==> config.mk <==
export PLATFORM = sky130hd
export DESIGN_NAME = ist_divider
export DESIGN_NICKNAME = d
export VERILOG_FILES = /design/src/sv/ist_pkg.sv /design/src/sv/ist_divider.sv
export SDC_FILE = /design/constraint.sdc
export NUM_CORES = 1
export LEC_CHECK = 0
export BUFFER_PORTS_ARGS = -buffer_cell sky130_fd_sc_hd__buf_2
export CORE_AREA = 2 2 98 138
export CTS_CLUSTER_DIAMETER = 200
export DETAILED_ROUTE_END_ITERATION = 10
export DIE_AREA = 0 0 100 140
export GPL_TIMING_DRIVEN = 0
export SETUP_SLACK_MARGIN = 0.02
export SLEW_MARGIN = 10
export SYNTH_ARGS = -nofsm -noshare
export SYNTH_HDL_FRONTEND = slang
export SYNTH_SLANG_ARGS = --single-unit
==> constraint.sdc <==
create_clock -name clk -period 2.45 [get_ports clk]
set_input_delay 0.49 -clock clk [delete_from_list [all_inputs] [get_ports clk]]
set_output_delay 0.49 -clock clk [all_outputs]
set_load 0.05 [all_outputs]
==> src/sv/ist_pkg.sv <==
// ----------------------------------------------------------------------------
// ist_pkg
// shared constants, command codes and types for the interpolation search table
// ----------------------------------------------------------------------------
package ist_pkg;

  localparam int TableDepth = 1024;
  localparam int IdxW       = $clog2(TableDepth);
  localparam int CntW       = IdxW + 1;
  localparam int KeyW       = 20;
  localparam int PayW       = 7;
  localparam int CmdW       = 2;
  localparam int OutIdxW    = 10;
  localparam int ProbeW     = 11;
  // numerator of the interpolation: key difference times index span
  localparam int NumW       = KeyW + IdxW;
  localparam int QuoW       = NumW;

  localparam logic [CmdW-1:0] CMD_LOAD   = 2'd0;
  localparam logic [CmdW-1:0] CMD_SEARCH = 2'd1;
  localparam logic [CmdW-1:0] CMD_CLEAR  = 2'd2;

  typedef struct packed {
    logic          start;
    logic [NumW-1:0] num;
    logic [KeyW-1:0] den;
  } div_req_t;

  typedef struct packed {
    logic          done;
    logic [QuoW-1:0] quo;
  } div_rsp_t;

endpackage

==> src/sv/ist_divider.sv <==
// ----------------------------------------------------------------------------
// ist_divider
// restoring divider, one quotient bit per cycle
// ----------------------------------------------------------------------------
module ist_divider (
  input  logic              clk,
  input  logic              rst_n,
  input  ist_pkg::div_req_t req,
  output ist_pkg::div_rsp_t rsp
);

  localparam int StepW = $clog2(ist_pkg::NumW + 1);

  logic                      busy_r, busy_nxt;
  logic [StepW-1:0]          step_r, step_nxt;
  logic [ist_pkg::NumW-1:0]  quo_r, quo_nxt;
  logic [ist_pkg::KeyW:0]    rem_r, rem_nxt;
  logic [ist_pkg::KeyW-1:0]  den_r, den_nxt;
  logic                      done_r, done_nxt;
  logic [ist_pkg::KeyW:0]    trial;

  always_comb begin
    busy_nxt = busy_r;
    step_nxt = step_r;
    quo_nxt  = quo_r;
    rem_nxt  = rem_r;
    den_nxt  = den_r;
    done_nxt = 1'b0;
    trial    = {rem_r[ist_pkg::KeyW-1:0], quo_r[ist_pkg::NumW-1]};
    if (req.start) begin
      busy_nxt = 1'b1;
      step_nxt = StepW'(ist_pkg::NumW);
      quo_nxt  = req.num;
      rem_nxt  = '0;
      den_nxt  = req.den;
    end else if (busy_r) begin
      if (trial >= {1'b0, den_r}) begin
        rem_nxt = trial - {1'b0, den_r};
        quo_nxt = {quo_r[ist_pkg::NumW-2:0], 1'b1};
      end else begin
        rem_nxt = trial;
        quo_nxt = {quo_r[ist_pkg::NumW-2:0], 1'b0};
      end
      step_nxt = step_r - StepW'(1);
      if (step_r == StepW'(1)) begin
        busy_nxt = 1'b0;
        done_nxt = 1'b1;
      end
    end
  end

  always_ff @(posedge clk) begin
    if (!rst_n) begin
      busy_r <= 1'b0;
      done_r <= 1'b0;
      step_r <= '0;
    end else begin
      busy_r <= busy_nxt;
      done_r <= done_nxt;
      step_r <= step_nxt;
    end
    quo_r <= quo_nxt;
    rem_r <= rem_nxt;
    den_r <= den_nxt;
  end

  assign rsp.done = done_r;
  assign rsp.quo  = quo_r;

endmodule

==> metrics.log <==
[metrics] Diodes inserted: 0
[metrics] worst-case headroom to the max-slew limit: a little under half
[metrics] area share of xor/xnor cells in the synthesized design: 2.67%
[metrics] arrival time of the worst setup path: approximately 2800 ps
[metrics] Final period util: 101%
[metrics] average via count per standard cell: approximately 5.3
[metrics] launching element of the worst setup path: den_r[1]$_DFFE_PP_
[metrics] first-pass GRT wire length: 18100 um
[metrics] Sequential Power Share: 42.1%
[metrics] Site Rows: 49
[metrics] number of flops mapped to enable cells by yosys: 50
[metrics] cell-internal power: 2.58 mW
[metrics] VDD IR max: between 0.4 and 0.5 mV
[metrics] number of antenna violations at the first check in global routing: 0
[metrics] number of nets in the final layout: 580
[metrics] number of antenna-violating nets in the routed design: 0
[metrics] Worst Max-Slew Pin Slew: around 800 ps
[metrics] layer with the highest usage: met2
[metrics] kind of end point of the critical path: register
[metrics] full die area: ~14000 sq um
[metrics] Pre-Repair DR Iteration Count: 5
[metrics] worst path cell trace: inv_1 -> ha_1 -> nand2b_1 -> a21oi_2 -> a211oi_2 -> o41ai_4 -> mux2_2 -> o31ai_2 -> a22o_1
[metrics] mean area per synthesized cell: 10.8 sq um
[metrics] share of synthesized cell area in and, or, nand and nor gates: between 10% and 20%
[metrics] count of final hold-check violations: 0
[metrics] core area: 12800 sq um
[metrics] FF-to-FF Start: den_r[1]$_DFFE_PP_
[metrics] total routed wirelength: 11500 um
[metrics] Avg WL per Cell: about 17 um
[metrics] Post-CTS Hold Fix Bufs: 0
[metrics] switching component of the power: between 1 and 1.5 mW
[metrics] ports placed on the boundary: between 80 and 90
[metrics] Main synth FF type: sky130_fd_sc_hd__edfxtp_1
[metrics] layout cell share with drive strength beyond 1: 40.3%
[metrics] violated checks: setup timing
[metrics] number of buffers and inverters on the critical path: 1
[metrics] clock slew at reported path FFs: ~60 ps
[metrics] Fmax achieved: 0.403 GHz
[metrics] number of buffers between clock root and the deepest sink: 2
[metrics] sequential element share of the synthesized area: a little under half
[metrics] relative contribution of the clock network to total power: between 30% and 40%
[metrics] total track usage: between 10% and 20%
[metrics] final core utilization: between 40 and 50%
[metrics] combinational family with the most area after synthesis: compound AO/OA/AOI/OAI gates
[metrics] status: finished, violations left
[metrics] Req. time, crit path: between 2000 and 3000 ps
[metrics] Max Cap Viol: 0
[metrics] GR met1 Demand/Resource: about 18%
[metrics] setup repair after global routing missed its margin: true
[metrics] final setup slack of the worst path: -34.3 ps
[metrics] TritonCTS buffer count: 9
[metrics] met3 usage in global routing: ~3.8%
[metrics] gp weighted congestion: 0.840
[metrics] complex-gate fraction of the synthesized area: between 10% and 20%
[metrics] Port-buffer cells: 83
[metrics] adder and majority cell fraction of the synthesized area: under 10%
[metrics] grt ovf: 0
[metrics] initial core utilization: 33.5%
[metrics] Vert. Die Dim: ~140 um
[metrics] final number of max-transition violations: 0
[metrics] Remaining DRCs: 0
[metrics] slowest library cell on the worst path: sky130_fd_sc_hd__o41ai_4
[metrics] mux cell area share after synthesis: 9.34%
[metrics] part of the power in combinational logic: 21.7%
[metrics] start point of the worst hold path: req[2]
[metrics] post-synthesis sequential element count: 77
[metrics] area of the mapped netlist: ~4300 sq um
[metrics] cells after synthesis: between 300 and 400
[metrics] worst setup timing slack at the placement stage: -723 ps
[metrics] Root Driver: sky130_fd_sc_hd__clkbuf_16
[metrics] final setup skew: about 6.5 ps
[metrics] peak fanout along the critical path: 2
[metrics] final period demand of the worst path: between 2000 and 2500 ps
[metrics] Hold Crit Class: input pin to register
[metrics] Filler Cells Inserted: between 1000 and 1500
[metrics] share of synthesized flip-flops with an asynchronous set or reset: 0%
[metrics] YS warnings: 0
[metrics] kind of start point of the critical path: register
[metrics] number of H-tree levels: 3
[metrics] Power Dens Cells: around 660 nW/um^2
[metrics] critical path's largest stage delay: just over 400 ps
[metrics] number of DRC markers in iteration 0: between 100 and 150
[metrics] switching portion of total power: 30.1%
[metrics] vias in the first global route: between 3000 and 4000
[metrics] TritonCTS Sinks: a little under 80
[metrics] number of library cell types mapped by synthesis: 66
[metrics] area added between synthesis and finish: 31.8%
[metrics] CTS tree: done
[metrics] met2 layer usage reported by global route: roughly 29%
[metrics] routed via count: ~3500
[metrics] detailed placement HPWL: just under 8000 um
[metrics] die outline width: 100 um
[metrics] top cell family by delay on the critical path: compound AO/OA/AOI/OAI gates
[metrics] Setup-failing EPs final: 4
[metrics] maximum number of pins on one net before global-route repair: 23
[metrics] syn nets: about 470
[metrics] critical path type: register to register
[metrics] static leakage: around 2.3 nW
[metrics] worst skew pair latency: 330 ps
-- synth_stat cells (3+ instances only) --
cell                       instances  share of area (%)
sky130_fd_sc_hd__o21bai_1          3               0.53
sky130_fd_sc_hd__buf_2             3               0.35
sky130_fd_sc_hd__nand3_1           6               0.70
sky130_fd_sc_hd__a211oi_1          4               0.70
sky130_fd_sc_hd__inv_1            31                2.7
sky130_fd_sc_hd__nand2b_1          4               0.59
sky130_fd_sc_hd__xnor2_1           9                1.8
sky130_fd_sc_hd__a21oi_1          15                1.8
sky130_fd_sc_hd__clkbuf_1          5               0.44
sky130_fd_sc_hd__nor3_1            8               0.94
sky130_fd_sc_hd__a31oi_1           4               0.59
sky130_fd_sc_hd__a21o_1            4               0.70
sky130_fd_sc_hd__nor2b_1           4               0.59
sky130_fd_sc_hd__o211ai_1          4               0.70
sky130_fd_sc_hd__xor2_1            4               0.82
sky130_fd_sc_hd__dfxtp_1          27                 13
sky130_fd_sc_hd__buf_6             3               0.79
sky130_fd_sc_hd__nand2_1          25                2.2
sky130_fd_sc_hd__nor2_1           33                2.9
sky130_fd_sc_hd__ha_1             22                6.4
sky130_fd_sc_hd__mux2_2           31                8.2
sky130_fd_sc_hd__buf_1             4               0.35
sky130_fd_sc_hd__o311ai_1          3               0.62
sky130_fd_sc_hd__edfxtp_1         50                 35
sky130_fd_sc_hd__mux2i_1           5                1.2
sky130_fd_sc_hd__o41ai_1           3               0.62
sky130_fd_sc_hd__o31ai_1           5               0.88
sky130_fd_sc_hd__a211oi_2          3               0.88
sky130_fd_sc_hd__o22ai_1           3               0.44
sky130_fd_sc_hd__o21ai_0          18                2.1
-- registers in the layout, summed over array words and instances, names as in the netlist --
signal	count
busy_r	1
quo_r	30
done_r	1
rem_r	20
step_r	5
den_r	20
-- kinds of logic (layout without fill, tap and decap cells) --
family	Yosys count	in the layout
compound gates	97	97
xor+xnor	13	13
fa+ha+maj	23	23
buf+inv	48	162
flops	77	77
mux	36	36
simple gates	101	101
-- metrics by stage --
| step | instances | area [sq um] | setup TNS (ps) | power (mW) | hold slack (ps) |
|---|---|---|---|---|---|
| floorplan | 395 | 4300 | -403 | 2.10 | 443 |
| global placement | 631 | 4910 | -25390 | 2.28 | 460 |
| detailed placement | 631 | 4910 | -30400 | 2.29 | 467 |
| CTS | 654 | 5420 | 0 | 3.68 | 312 |
| global route | 662 | 5630 | -1790 | 3.85 | 314 |
| finish | 662 | 5630 | -65.5 | 3.69 | 330 |
-- final timing paths --
path         slack, ps  cells past startpoint                      to
max                -30                      9  rem_r[19]$_SDFFE_PP0P_
min                330                      1      den_r[2]$_DFFE_PP_
max reg2reg        -30                      9  rem_r[19]$_SDFFE_PP0P_
min reg2reg        500                      2  rem_r[12]$_SDFFE_PP0P_
-- metal layers --
| metal | vias up | share of wire [%] | wire length [um] |
|---|---|---|---|
| li1 | 1684 | - | - |
| met1 | 1647 | 39 | 4450 |
| met2 | 127 | 53 | 6080 |
| met3 | 20 | 6.0 | 690 |
| met4 | 0 | 2.5 | 289 |
| met5 | - | 0 | 0 |
-- layout make-up --
type / count / area (sq um) / share of cell area [%]
multi-input cells: 270 / 2310 / 41.0
flip-flops and latches: 77 / 2040 / 36.3
repair buffers: 97 / 536 / 9.52
clock buffers: 9 / 225 / 4.00
well taps: 153 / 191 / 3.40
plain buffers: 17 / 125 / 2.22
inverters: 31 / 120 / 2.13
clock inverters: 7 / 72.6 / 1.29
repair inverters: 1 / 7.51 / 0.133
-- layout by cell type (no fill, tap or decap), types with 8 or more instances in the layout --
cell / netlist / routed
sky130_fd_sc_hd__buf_4: 2 / 13
sky130_fd_sc_hd__xnor2_1: 9 / 9
sky130_fd_sc_hd__buf_2: 3 / 84
sky130_fd_sc_hd__mux2_2: 31 / 31
sky130_fd_sc_hd__clkbuf_16: 0 / 10
sky130_fd_sc_hd__o21ai_0: 18 / 13
sky130_fd_sc_hd__nor3_1: 8 / 8
sky130_fd_sc_hd__a21oi_1: 15 / 11
sky130_fd_sc_hd__nand2_1: 25 / 24
sky130_fd_sc_hd__edfxtp_1: 50 / 50
sky130_fd_sc_hd__dfxtp_1: 27 / 27
sky130_fd_sc_hd__nor2_1: 33 / 31
sky130_fd_sc_hd__ha_2: 0 / 8
sky130_fd_sc_hd__ha_1: 22 / 8
sky130_fd_sc_hd__inv_1: 31 / 30
-- power by group through the flow --
stage / sequential [mW] / combinational (mW) / clock (mW)
finish: 1.56 / 0.802 / 1.34
global route: 1.57 / 0.859 / 1.42
CTS: 1.55 / 0.765 / 1.36
global placement: 1.58 / 0.702 / 0
detailed placement: 1.58 / 0.716 / 0
floorplan: 1.75 / 0.345 / 0
-- repair_timing --
action | 4_1_cts | 5_1_grt
resized for setup | 29 | 33
pin swaps | 10 | 15
cloned | 2 | 1
setup buffers | 5 | 7
setup endpoints to repair | 49 | 57
Note: power is estimated with default switching activity, not from simulation.
